[src/rtl/core/sid_pkg.sv]
// ----------------------------------------------------------------------------
// sid_pkg
// Shared widths, types and helpers for the 2D segment intersection pipeline.
// ----------------------------------------------------------------------------
package sid_pkg;

    localparam int COORD_W = 16;
    localparam int DIFF_W  = COORD_W + 1;
    localparam int PROD_W  = 2 * DIFF_W;
    localparam int CP_W    = PROD_W + 1;
    localparam int MAG_W   = CP_W - 1;
    localparam int NUM_W   = MAG_W + DIFF_W;
    localparam int Q_W     = DIFF_W;
    localparam int TOL_W   = 32;
    localparam int PIPE_LAT = 6 + Q_W;

    localparam logic IDX_OVERLAP = 1'b0;
    localparam logic IDX_TOL     = 1'b1;

    typedef enum logic [2:0] {
        REL_CROSS    = 3'd0,
        REL_OVERLAP  = 3'd1,
        REL_DISJOINT = 3'd2,
        REL_PARALLEL = 3'd3,
        REL_APART    = 3'd4
    } rel_t;

    typedef struct packed {
        logic signed [CP_W-1:0]    rxs;
        logic signed [CP_W-1:0]    dxr;
        logic signed [CP_W-1:0]    dxs;
        logic signed [CP_W-1:0]    dot_a;
        logic signed [CP_W-1:0]    dot_b;
        logic signed [CP_W-1:0]    dot_rr;
        logic signed [CP_W-1:0]    dot_ds;
        logic signed [CP_W-1:0]    dot_ss;
        logic                      r_zero;
        logic                      s_zero;
        logic                      d_zero;
        logic signed [DIFF_W-1:0]  rx;
        logic signed [DIFF_W-1:0]  ry;
        logic signed [COORD_W-1:0] px;
        logic signed [COORD_W-1:0] py;
    } sums_t;

    typedef struct packed {
        rel_t                      rel;
        logic                      meets;
        logic                      neg_x;
        logic                      neg_y;
        logic signed [COORD_W-1:0] px;
        logic signed [COORD_W-1:0] py;
    } class_t;

    function automatic logic signed [PROD_W-1:0] smul(
        input logic signed [DIFF_W-1:0] a,
        input logic signed [DIFF_W-1:0] b
    );
        logic signed [PROD_W-1:0] ea;
        logic signed [PROD_W-1:0] eb;
        ea = PROD_W'(a);
        eb = PROD_W'(b);
        return ea * eb;
    endfunction

    function automatic logic [MAG_W-1:0] cmag(input logic signed [CP_W-1:0] v);
        logic signed [CP_W-1:0] n;
        n = -v;
        return v[CP_W-1] ? n[MAG_W-1:0] : v[MAG_W-1:0];
    endfunction

endpackage

[src/rtl/core/sid_div.sv]
// ----------------------------------------------------------------------------
// sid_div
// Pipelined restoring divider, one quotient bit per stage.
// ----------------------------------------------------------------------------
module sid_div
(
    input  logic                        clk,
    input  logic                        rst_n,
    input  logic                        in_valid,
    input  logic [sid_pkg::NUM_W-1:0]   num,
    input  logic [sid_pkg::MAG_W-1:0]   den,
    output logic                        out_valid,
    output logic [sid_pkg::Q_W-1:0]     quo
);
    import sid_pkg::*;

    genvar j;
    generate
        for (j = 0; j < Q_W; j++)
        begin : g_stage
            logic             vld_reg;
            logic [NUM_W-1:0] rem_reg;
            logic [MAG_W-1:0] den_reg;
            logic [Q_W-1:0]   quo_reg;
            logic             vld_in;
            logic [NUM_W-1:0] rem_in;
            logic [MAG_W-1:0] den_in;
            logic [Q_W-1:0]   quo_in;
            logic [NUM_W-1:0] shd;
            logic             take;

            if (j == 0)
            begin : g_first
                assign vld_in = in_valid;
                assign rem_in = num;
                assign den_in = den;
                assign quo_in = '0;
            end
            else
            begin : g_next
                assign vld_in = g_stage[j-1].vld_reg;
                assign rem_in = g_stage[j-1].rem_reg;
                assign den_in = g_stage[j-1].den_reg;
                assign quo_in = g_stage[j-1].quo_reg;
            end

            assign shd  = NUM_W'(den_in) << (Q_W - 1 - j);
            assign take = rem_in >= shd;

            always_ff @(posedge clk or negedge rst_n)
            begin
                if (!rst_n)
                    vld_reg <= 1'b0;
                else
                    vld_reg <= vld_in;
            end

            always_ff @(posedge clk)
            begin
                rem_reg <= take ? rem_in - shd : rem_in;
                den_reg <= den_in;
                quo_reg <= quo_in | (take ? (Q_W'(1) << (Q_W - 1 - j)) : '0);
            end
        end
    endgenerate

    assign out_valid = g_stage[Q_W-1].vld_reg;
    assign quo       = g_stage[Q_W-1].quo_reg;

endmodule

[config.mk]
export PLATFORM = sky130hd
export DESIGN_NAME = sid_div
export DESIGN_NICKNAME = d
export VERILOG_FILES = /design/src/rtl/core/sid_pkg.sv /design/src/rtl/core/sid_div.sv
export SDC_FILE = /design/constraint.sdc
export NUM_CORES = 2
export LEC_CHECK = 0
export BUFFER_PORTS_ARGS = -buffer_cell sky130_fd_sc_hd__buf_2
export CORE_UTILIZATION = 50
export DETAILED_ROUTE_END_ITERATION = 8
export PLACE_DENSITY = 0.68
export SLEW_MARGIN = 20
export SYNTH_ARGS = -nofsm -noshare
export SYNTH_HDL_FRONTEND = slang
export SYNTH_SLANG_ARGS = --single-unit
[constraint.sdc]
create_clock -name clk -period 3.15 [get_ports clk]
set_input_delay 0.63 -clock clk [delete_from_list [all_inputs] [get_ports clk]]
set_output_delay 0.63 -clock clk [all_outputs]
set_load 0.02 [all_outputs]
==> results.sh <==
export IMPL_via_per_inst=5.46
export IMPL_path_max_fanout=5
export IMPL_peakVddDrop_mv=0.655
export IMPL_internal_power_mw=64.6
export IMPL_slew_violations=0
export IMPL_synth_area_um2=71500
export IMPL_criticalPathCategory="flip-flop to flip-flop"
export IMPL_vias=63327
export IMPL_worst_slack_ns=-0.499
export IMPL_syn_instance_count=7935
export IMPL_final_cell_mix="1428 x dfxtp_1, 1366 x buf_4, 686 x inv_1"
export IMPL_avgSynthCellArea_um2=9.01
export IMPL_p_sw_mw=40.7
export IMPL_syn_nets=8617
export IMPL_drt_iter0_markers=3362
export IMPL_final_antenna_net_count=0
export IMPL_rows=138
export IMPL_worstHoldPathType="primary input to flip-flop"
export IMPL_grt_overflow_total=0
export IMPL_wl_per_cell_um=19.1
export IMPL_ys_types=110
export IMPL_worstPathArrival_ns=4.34
export IMPL_hold_path_startpoint="den[7]"
export IMPL_powerDensity_nw_per_um2=1070
export IMPL_synth_edf_count=0
export IMPL_drive_gt1_share_pct=30.4
export IMPL_antenna_found_initial=4
export IMPL_hpwlAfterDp_um=156000
export IMPL_clk_pin_slew_worst_paths_ns=0.07
export IMPL_drtPass1Iterations=6
export IMPL_outcome="finished, violations left"
export IMPL_post_route_util_pct=69.2
export IMPL_drv_cap=0
export IMPL_clk_path_buf_depth=3
export IMPL_pin_count=106
export IMPL_p_leak_nw=45.4
export IMPL_cts_made_buffers=159
export IMPL_fin_skew_ns=0.0375
export IMPL_synth_seq_cells=1530
export IMPL_cts_root_buf="clkbuf_16"
export IMPL_violations="negative setup slack"
export IMPL_netSwitchingFraction_pct=38.7
export IMPL_r2r_start="g_stage[4].rem_reg[11]$_DFF_P_"
export IMPL_port_buffers=105
export IMPL_holdPathEnd="g_stage[0].den_reg[7]$_DFF_P_"
export IMPL_critical_path_required_ns=3.84
export IMPL_synth_main_ff_cell="dfxtp_1"
export IMPL_fillerInstances=10487
export IMPL_reg2reg_setup_slack_ns=-0.50
export IMPL_yosysWarnings=0
export IMPL_whs_ns=0.0280
export IMPL_hold_depth=2
export IMPL_clkPwrFrac_pct=19.0
export IMPL_die_h_um=380
export IMPL_max_slew_margin_rel_pct=45.4
export IMPL_finalCritPeriodShare_pct=116
export IMPL_worstMarginPinSlew_ns=0.812
export IMPL_largest_reg_flops=765
export IMPL_grt_pass1_wl_um=329000
export IMPL_setup_violations_final=221
export IMPL_wirelength_um=221000
export IMPL_nets=10250
export IMPL_fin_crit_ns=3.65
export IMPL_crit_path_start_kind="flip-flop"
export IMPL_dieArea_um2=145000
export IMPL_yosysSeqAreaShare_pct=42.9
export IMPL_clk_latency_ns=0.81
export IMPL_cts_sinks=1530
export IMPL_htreeDepth=4
export IMPL_finalSetupTns_ns=-39.23
export IMPL_grt_total_usage_pct=28.3
export IMPL_finalHoldViolations=0
export IMPL_die_x_um=380
export IMPL_r2r_cells=16
export IMPL_rsz0062_at_grt="yes"
export IMPL_area_growth_pct=37.2
export IMPL_dpl_cell_area_um2=83400
export IMPL_pwr_share_seq_pct=28.0
export IMPL_synthArstFlopShare_pct=1.11
export IMPL_end_kind="flip-flop"
export IMPL_fin_area_um2=98100
export IMPL_combPwrFrac_pct=53.0
export IMPL_fmax_mhz=274
export IMPL_floorplan_initialDensity_pct=50.5
export IMPL_gp_congestion=0.991
export IMPL_grt_pass1_vias=64453
export IMPL_layout_commonest_cell="dfxtp_1"
export IMPL_coreArea_um2=142000
export IMPL_drc=0
export IMPL_grt_max_degree=43
export IMPL_r2r_end="g_stage[5].rem_reg[25]$_DFF_P_"
export IMPL_cts_tree="built"
-- metrics by stage --
stage | worst slack, ns | power [mW] | std cells
floorplan | -0.308 | 58.5 | 7935
global placement | -0.771 | 75.3 | 10975
detailed placement | -0.737 | 76.1 | 10975
CTS | -0.564 | 100 | 11480
global route | -0.587 | 112 | 11591
finish | -0.499 | 105 | 11593
-- power groups by stage --
stage | Clock [mW] | Sequential, mW | Combinational (mW)
after CTS | 20.3 | 29.0 | 50.9
after global placement | 0 | 29.2 | 46.1
after detailed placement | 0 | 29.2 | 46.9
final | 20.0 | 29.4 | 55.8
after floorplan | 0 | 27.6 | 30.9
after global routing | 21.1 | 29.9 | 60.6
-- worst max path at each step --
stage | end | slack [ns] | startpoint | depth (start not counted)
after floorplan | g_stage[0].rem_reg[50]$_DFF_P_ | -0.31 | num[16] | 15
after global placement | g_stage[7].rem_reg[47]$_DFF_P_ | -0.77 | g_stage[6].rem_reg[9]$_DFF_P_ | 15
after detailed placement | g_stage[7].rem_reg[47]$_DFF_P_ | -0.74 | g_stage[6].rem_reg[9]$_DFF_P_ | 15
after CTS | g_stage[7].rem_reg[47]$_DFF_P_ | -0.56 | g_stage[6].rem_reg[9]$_DFF_P_ | 15
after global routing | g_stage[5].rem_reg[21]$_DFF_P_ | -0.59 | g_stage[4].rem_reg[11]$_DFF_P_ | 16
final | g_stage[5].rem_reg[25]$_DFF_P_ | -0.50 | g_stage[4].rem_reg[11]$_DFF_P_ | 16
-- Yosys cell counts (all sizes together), types with 12 or more instances --
| cell | instances | area share, % |
|---|---|---|
| a2111oi | 16 | 0.24 |
| a211o | 22 | 0.27 |
| a211oi | 38 | 0.42 |
| a21boi | 16 | 0.17 |
| a21o | 360 | 3.8 |
| a21oi | 751 | 5.3 |
| a221oi | 12 | 0.16 |
| a311oi | 13 | 0.16 |
| a31oi | 64 | 0.56 |
| and2 | 27 | 0.24 |
| and3 | 74 | 0.65 |
| and4 | 19 | 0.24 |
| buf | 50 | 0.36 |
| clkbuf | 166 | 0.87 |
| dfrtp | 17 | 0.59 |
| dfxtp | 1513 | 42 |
| fa | 16 | 0.45 |
| ha | 578 | 10 |
| inv | 725 | 3.8 |
| mux2 | 98 | 1.5 |
| nand2 | 580 | 3.0 |
| nand2b | 102 | 0.89 |
| nand3 | 153 | 1.1 |
| nand4 | 128 | 1.1 |
| nor2 | 518 | 2.7 |
| nor2b | 87 | 0.77 |
| nor3 | 115 | 0.82 |
| nor3b | 13 | 0.14 |
| nor4 | 75 | 0.74 |
| nor4b | 13 | 0.17 |
| o211ai | 36 | 0.38 |
| o21a | 52 | 0.55 |
| o21ai | 503 | 3.5 |
| o21bai | 71 | 0.75 |
| o31a | 16 | 0.20 |
| o31ai | 51 | 0.58 |
| o41ai | 14 | 0.22 |
| or2 | 21 | 0.18 |
| or3 | 53 | 0.46 |
| or4 | 17 | 0.18 |
| xnor2 | 350 | 4.3 |
| xor2 | 251 | 3.1 |
-- layer usage --
layer  track usage, %  vias to the layer above  share of wire [%]
met2             56.0                     1780                 54
met3             3.85                      930                3.4
met4             21.0                        2                9.0
li1                 -                    30916                  -
met5                0                        -             0.0059
met1             25.9                    29699                 34
-- cell families after synthesis --
kind of cell / count (synthesis) / share of synthesized area, %
multiplexers: 107 / 1.67
AO/OA/AOI/OAI: 2129 / 18.5
AND/OR/NAND/NOR: 2033 / 13.9
XOR/XNOR: 601 / 7.36
flip-flops: 1530 / 42.9
adder cells (fa/ha/maj): 594 / 10.6
buffers and inverters: 941 / 5.03
-- timing repair --
item,4_1_cts,5_1_grt
pin swaps,265,366
hold buffers,36,0
buffers inserted,167,123
setup endpoints to repair,618,589
gates resized for setup,648,823
gates cloned,25,21
endpoints found under the hold margin,52,0
-- worst max-delay path, cell delays in order (launching register included) --
cell,delay [ns]
dfxtp_2,0.32
inv_2,0.06
ha_4,0.13
inv_2,0.04
fa_2,0.34
a21o_1,0.22
a221o_1,0.43
o221ai_2,0.19
buf_6,0.15
o211ai_1,0.12
o31a_1,0.29
and4_4,0.16
or2_4,0.27
o22a_4,0.23
buf_12,0.15
buf_16,0.14
mux2_2,0.27
-- layout make-up --
class	count	area (µm²)	share of cell area (%)
multi-input cells	5466	42300	43.1
repair buffers	1686	14200	14.4
inverters	725	2760	2.81
well taps	1890	2360	2.41
flip-flops and latches	1530	30800	31.4
clock inverters	74	1160	1.18
clock buffers	220	4560	4.65
diodes	2	5.00	0.00510
No activity file was read; power rests on OpenSTA's default activity.
