`config.mk`:
```
export PLATFORM = sky130hd
export DESIGN_NAME = sid_classify
export DESIGN_NICKNAME = d
export VERILOG_FILES = /design/src/rtl/core/sid_pkg.sv /design/src/rtl/core/sid_classify.sv
export SDC_FILE = /design/constraint.sdc
export NUM_CORES = 2
export LEC_CHECK = 0
export BUFFER_PORTS_ARGS = -buffer_cell sky130_fd_sc_hd__buf_2
export CORE_MARGIN = 2
export CORE_UTILIZATION = 25
export CTS_CLUSTER_SIZE = 24
export DETAILED_ROUTE_END_ITERATION = 8
export GPL_TIMING_DRIVEN = 0
export MAX_ROUTING_LAYER = met4
export SLEW_MARGIN = 20
export SYNTH_ARGS = -nofsm -noshare
export SYNTH_HDL_FRONTEND = slang
export SYNTH_SLANG_ARGS = --single-unit
```
`constraint.sdc`:
```
create_clock -name clk -period 13.7 [get_ports clk]
set_input_delay 0.685 -clock clk [delete_from_list [all_inputs] [get_ports clk]]
set_output_delay 0.685 -clock clk [all_outputs]
set_load 0.1 [all_outputs]
```
`src/rtl/core/sid_pkg.sv`:
```
// ----------------------------------------------------------------------------
// sid_pkg
// Shared widths, types and helpers for the 2D segment intersection pipeline.
// ----------------------------------------------------------------------------
package sid_pkg;

    localparam int COORD_W = 16;
    localparam int DIFF_W  = COORD_W + 1;
    localparam int PROD_W  = 2 * DIFF_W;
    localparam int CP_W    = PROD_W + 1;
    localparam int MAG_W   = CP_W - 1;
    localparam int NUM_W   = MAG_W + DIFF_W;
    localparam int Q_W     = DIFF_W;
    localparam int TOL_W   = 32;
    localparam int PIPE_LAT = 6 + Q_W;

    localparam logic IDX_OVERLAP = 1'b0;
    localparam logic IDX_TOL     = 1'b1;

    typedef enum logic [2:0] {
        REL_CROSS    = 3'd0,
        REL_OVERLAP  = 3'd1,
        REL_DISJOINT = 3'd2,
        REL_PARALLEL = 3'd3,
        REL_APART    = 3'd4
    } rel_t;

    typedef struct packed {
        logic signed [CP_W-1:0]    rxs;
        logic signed [CP_W-1:0]    dxr;
        logic signed [CP_W-1:0]    dxs;
        logic signed [CP_W-1:0]    dot_a;
        logic signed [CP_W-1:0]    dot_b;
        logic signed [CP_W-1:0]    dot_rr;
        logic signed [CP_W-1:0]    dot_ds;
        logic signed [CP_W-1:0]    dot_ss;
        logic                      r_zero;
        logic                      s_zero;
        logic                      d_zero;
        logic signed [DIFF_W-1:0]  rx;
        logic signed [DIFF_W-1:0]  ry;
        logic signed [COORD_W-1:0] px;
        logic signed [COORD_W-1:0] py;
    } sums_t;

    typedef struct packed {
        rel_t                      rel;
        logic                      meets;
        logic                      neg_x;
        logic                      neg_y;
        logic signed [COORD_W-1:0] px;
        logic signed [COORD_W-1:0] py;
    } class_t;

    function automatic logic signed [PROD_W-1:0] smul(
        input logic signed [DIFF_W-1:0] a,
        input logic signed [DIFF_W-1:0] b
    );
        logic signed [PROD_W-1:0] ea;
        logic signed [PROD_W-1:0] eb;
        ea = PROD_W'(a);
        eb = PROD_W'(b);
        return ea * eb;
    endfunction

    function automatic logic [MAG_W-1:0] cmag(input logic signed [CP_W-1:0] v);
        logic signed [CP_W-1:0] n;
        n = -v;
        return v[CP_W-1] ? n[MAG_W-1:0] : v[MAG_W-1:0];
    endfunction

endpackage

```
`src/rtl/core/sid_classify.sv`:
```
// ----------------------------------------------------------------------------
// sid_classify
// Two stages: magnitudes and ordering, then relation and divide numerators.
// ----------------------------------------------------------------------------
module sid_classify
(
    input  logic                            clk,
    input  logic                            rst_n,
    input  logic                            overlap_counts,
    input  logic [sid_pkg::TOL_W-1:0]       zero_tolerance,
    input  logic                            in_valid,
    input  sid_pkg::sums_t                  sums,
    output logic                            out_valid,
    output sid_pkg::class_t                 cls,
    output logic [sid_pkg::NUM_W-1:0]       num_x,
    output logic [sid_pkg::NUM_W-1:0]       num_y,
    output logic [sid_pkg::MAG_W-1:0]       den
);
    import sid_pkg::*;

    logic a_valid_reg, b_valid_reg;
    logic [MAG_W-1:0] m_rxs_reg, m_dxr_reg, m_dxs_reg;
    logic s_rxs_reg, s_dxr_reg, s_dxs_reg;
    logic z_dxr_reg, z_dxs_reg;
    logic signed [CP_W-1:0] lo_reg, hi_reg, rr_reg, ds_reg, ss_reg;
    logic r_zero_reg, s_zero_reg, d_zero_reg;
    logic [DIFF_W-1:0] m_rx_reg, m_ry_reg;
    logic s_rx_reg, s_ry_reg;
    logic signed [COORD_W-1:0] px_reg, py_reg;
    class_t cls_reg;
    logic [NUM_W-1:0] num_x_reg, num_y_reg;
    logic [MAG_W-1:0] den_reg;

    logic ab_le;
    logic signed [DIFF_W-1:0] nrx, nry;
    logic signed [CP_W:0] ds_ss;
    logic [MAG_W:0] tol_ext;
    logic nz_rxs, nz_dxr, ov, unit_t, unit_u;
    class_t cls_next;

    assign ab_le = sums.dot_a <= sums.dot_b;
    assign nrx   = -sums.rx;
    assign nry   = -sums.ry;

    always_ff @(posedge clk or negedge rst_n)
    begin
        if (!rst_n)
        begin
            a_valid_reg <= 1'b0;
            b_valid_reg <= 1'b0;
        end
        else
        begin
            a_valid_reg <= in_valid;
            b_valid_reg <= a_valid_reg;
        end
    end

    always_ff @(posedge clk)
    begin
        m_rxs_reg  <= cmag(sums.rxs);
        m_dxr_reg  <= cmag(sums.dxr);
        m_dxs_reg  <= cmag(sums.dxs);
        s_rxs_reg  <= sums.rxs[CP_W-1];
        s_dxr_reg  <= sums.dxr[CP_W-1];
        s_dxs_reg  <= sums.dxs[CP_W-1];
        z_dxr_reg  <= sums.dxr == '0;
        z_dxs_reg  <= sums.dxs == '0;
        lo_reg     <= ab_le ? sums.dot_a : sums.dot_b;
        hi_reg     <= ab_le ? sums.dot_b : sums.dot_a;
        rr_reg     <= sums.dot_rr;
        ds_reg     <= sums.dot_ds;
        ss_reg     <= sums.dot_ss;
        r_zero_reg <= sums.r_zero;
        s_zero_reg <= sums.s_zero;
        d_zero_reg <= sums.d_zero;
        m_rx_reg   <= sums.rx[DIFF_W-1] ? nrx : sums.rx;
        m_ry_reg   <= sums.ry[DIFF_W-1] ? nry : sums.ry;
        s_rx_reg   <= sums.rx[DIFF_W-1];
        s_ry_reg   <= sums.ry[DIFF_W-1];
        px_reg     <= sums.px;
        py_reg     <= sums.py;
    end

    assign tol_ext = (MAG_W + 1)'(zero_tolerance);
    assign ds_ss   = (CP_W + 1)'(ds_reg) + (CP_W + 1)'(ss_reg);

    always_comb
    begin
        nz_rxs = (MAG_W + 1)'(m_rxs_reg) <= tol_ext;
        nz_dxr = (MAG_W + 1)'(m_dxr_reg) <= tol_ext;
        unit_t = z_dxs_reg || ((s_dxs_reg == s_rxs_reg) && (m_dxs_reg <= m_rxs_reg));
        unit_u = z_dxr_reg || ((s_dxr_reg == s_rxs_reg) && (m_dxr_reg <= m_rxs_reg));
        priority if (r_zero_reg && s_zero_reg)
            ov = d_zero_reg;
        else if (r_zero_reg)
            ov = (ds_reg[CP_W-1] || (ds_reg == '0)) && !ds_ss[CP_W];
        else
            ov = (lo_reg <= rr_reg) && !hi_reg[CP_W-1];

        cls_next.meets = 1'b0;
        priority if (nz_rxs && nz_dxr)
        begin
            cls_next.rel   = ov ? REL_OVERLAP : REL_DISJOINT;
            cls_next.meets = ov && overlap_counts;
        end
        else if (nz_rxs)
            cls_next.rel = REL_PARALLEL;
        else if (unit_t && unit_u)
        begin
            cls_next.rel   = REL_CROSS;
            cls_next.meets = 1'b1;
        end
        else
            cls_next.rel = REL_APART;
        cls_next.neg_x = s_dxs_reg != (s_rxs_reg != s_rx_reg);
        cls_next.neg_y = s_dxs_reg != (s_rxs_reg != s_ry_reg);
        cls_next.px    = px_reg;
        cls_next.py    = py_reg;
    end

    always_ff @(posedge clk)
    begin
        cls_reg   <= cls_next;
        num_x_reg <= NUM_W'(m_dxs_reg) * NUM_W'(m_rx_reg);
        num_y_reg <= NUM_W'(m_dxs_reg) * NUM_W'(m_ry_reg);
        den_reg   <= m_rxs_reg;
    end

    assign out_valid = b_valid_reg;
    assign cls       = cls_reg;
    assign num_x     = num_x_reg;
    assign num_y     = num_y_reg;
    assign den       = den_reg;

endmodule

```
==> impl_metrics.ini <==
[floorplan]
core_um2 = 227000
io_pins = 560
start_util_pct = 25.1
die_w_um = 482
die_y_um = 482
die_area_um2 = 232000
rows = 175

[placed_design]
port_buffers = 558
placed_area_um2 = 63700
gp_congestion = 0.992
hpwl_um = 186000

[logic_synthesis]
synth-seq-cells = 495
synth_cells = 6292
ys_seq_area_share_pct = 17.4
async_flop_share_pct = 0.404
synthDominantCellAreaShare_pct = 33.6
synth_area_um2 = 57100
synth_edf_count = 0
avgSynthCellArea_um2 = 9.08
yosys.area.top_type = fa_1
syn-num-nets = 8126
ys_warn_count = 0
synth_cell_types = 76
synth_area_leaders = fa_1 (34%), dfxtp_1 (17%), ha_1 (11%)
synth_flop_cell = dfxtp_1

[clock_network]
clk_pin_slew_ns = 0.07
clkLatencyLatePin_ns = 0.73
cts_tree = yes
root_buffer = clkbuf_16
htree_levels = 2
post_cts_buffers = 0
clockBufferDepth = 3
cts_sinks = 495
numCtsBuffers = 60

[sta]
setup_viol = 0
fin_tns_setup_ns = 0
rsz0062_at_grt = false
clock.fmax_ghz = 0.112
finalCriticalPeriod_ns = 8.91
hold_viol = 0
fin_crit_sh_pct = 65.0
drv_slew = 0
skew_ns = 0.0327
relSlewSlack_pct = 22.4
tightest_slew_ns = 1.16

[critical_path]
path_cells = clkbuf_1 > nand2_1 > fa_1 > fa_1 > fa_1 > inv_1 > fa_1 > fa_1 > inv_1 > fa_1 > inv_1 > ha_1 > clkbuf_1 > nand4_1 > nor2_1 > a32oi_1 > a31oi_1 > a211oi_1 > nor4_1 > o32ai_1 > o21ai_1 > xor2_1
arrival_ns = 9.54
max_stage_delay_ns = 0.89
worstPathMaxFanout = 10
cp-start-kind = flip-flop
cp_common_cell = fa_1
required_ns = 14.33
endpoint_kind = flip-flop
path_class = reg2reg
slowest_stage = dfxtp_1

[run]
cap_violations = 0

[final_layout]
finalNetCount = 8749
final_cell_area_um2 = 66000
layout-drive-gt1-share_pct = 9.98
fillCellCount = 24116
area_growth_pct = 15.6

[global_routing]
grt_usage_pct = 19.2
grt_max_degree = 19
antenna_found_initial = 78
gr-total-overflow = 0
grt_pass1_wl_um = 319000
grt_pass1_vias = 49262

[detailed_routing]
wl_per_cell_um = 21.7
dr.pass1.iters = 8
viasPerCell = 4.68
drt-total-wl_um = 218000
drt_iter0_drc = 3378
detail-route-antenna-nets = 0
remaining_drc_errors = 0
num_vias = 46944

[run_status]
outcome = complete, no violations

[min_path]
hp-class = in2reg
-- logic make-up after synthesis --
kind of cell	after synthesis	synth area share (%)
compound gates	728	9.05
flops	495	17.4
buf+inv	1619	10.6
simple gates	1784	15.3
mux	2	0.0351
fa+ha+maj	1449	44.3
xor+xnor	215	3.30
-- Yosys cell counts (35+ instances only) --
cell type / count
inv_1: 1319
o21ai_0: 88
dfxtp_1: 493
fa_1: 958
a221o_1: 36
clkbuf_1: 297
nand3_1: 38
xor2_1: 41
nor3b_1: 35
a21o_1: 131
nor2_1: 117
nand4_1: 58
a21oi_1: 143
o2111ai_1: 36
nand2_1: 889
xnor2_1: 174
o31ai_1: 41
o311ai_0: 38
and2_1: 445
ha_1: 491
-- final timing paths --
kind                       cells after the start  slack, ns           to     startpoint
min in group asynchronous                      2       0.28  a_valid_reg          rst_n
setup / recovery                              22       4.79    num_x[49]  m_dxs_reg[15]
max in group asynchronous                      2      13.32    out_valid          rst_n
hold reg to reg                                0       0.33       cls[7]      py_reg[7]
setup reg to reg                              22       4.79    num_x[49]  m_dxs_reg[15]
hold / removal                                 1       0.07   rr_reg[15]      sums[154]
-- repair_timing --
| action | 4_1_cts | 5_1_grt |
|---|---|---|
| hold buffers | 1 | 0 |
| resized for setup | 0 | 0 |
| endpoints found under the hold margin | 2 | 0 |
-- worst max-delay path: cells and delay by family, from the launching register on --
family	cells	cell delay, ns
AOI/OAI and AO/OA	5	1.71
DFF	1	0.89
adders and majority gates	7	3.39
xor gates and xnor gates	1	0.16
and+or+nand+nor	4	1.40
buffers and inverters	5	1.26
-- per-stage QoR --
stage                     std cells  setup slack [ns]  hold slack (ns)  utilization (%)
final                         10032              4.79           0.0667             29.1
after global routing          10021              4.44           0.0236             29.0
after CTS                      9976              4.86         0.000513             29.0
after detailed placement       9861              4.90            0.314             28.0
after global placement         9859              4.92            0.313             28.0
after floorplan                6292              7.29            0.310                -
-- cell type report --
cell class	count	area, um2	share of cell area [%]
Tap cell	3009	3760	5.70
Multi-Input combinational cell	4178	41100	62.3
Timing Repair Buffer	561	2820	4.27
Sequential cell	495	9920	15.0
Inverter	1319	4950	7.50
Buffer	300	1130	1.71
Clock inverter	39	520	0.788
Antenna cell	56	140	0.212
Clock buffer	75	1650	2.50
-- cells in the final DEF, fill, tap and decap left out, types with 143 or more instances in the layout --
| cell type | n |
|---|---|
| inv_1 | 1319 |
| fa_1 | 958 |
| nand2_1 | 889 |
| buf_2 | 558 |
| dfxtp_1 | 493 |
| ha_1 | 491 |
| and2_1 | 445 |
| clkbuf_1 | 303 |
| xnor2_1 | 173 |
| a21oi_1 | 143 |
-- routing by layer --
| layer | GRT usage [%] | part of all wire (%) |
|---|---|---|
| met1 | 22.7 | 40 |
| met2 | 32.1 | 48 |
| met3 | 4.44 | 8.8 |
| met4 | 6.19 | 3.9 |
| met5 | - | 0 |
Power is not shown: default switching activity piles up to over one toggle a cycle in this logic, so the estimate is an artifact.
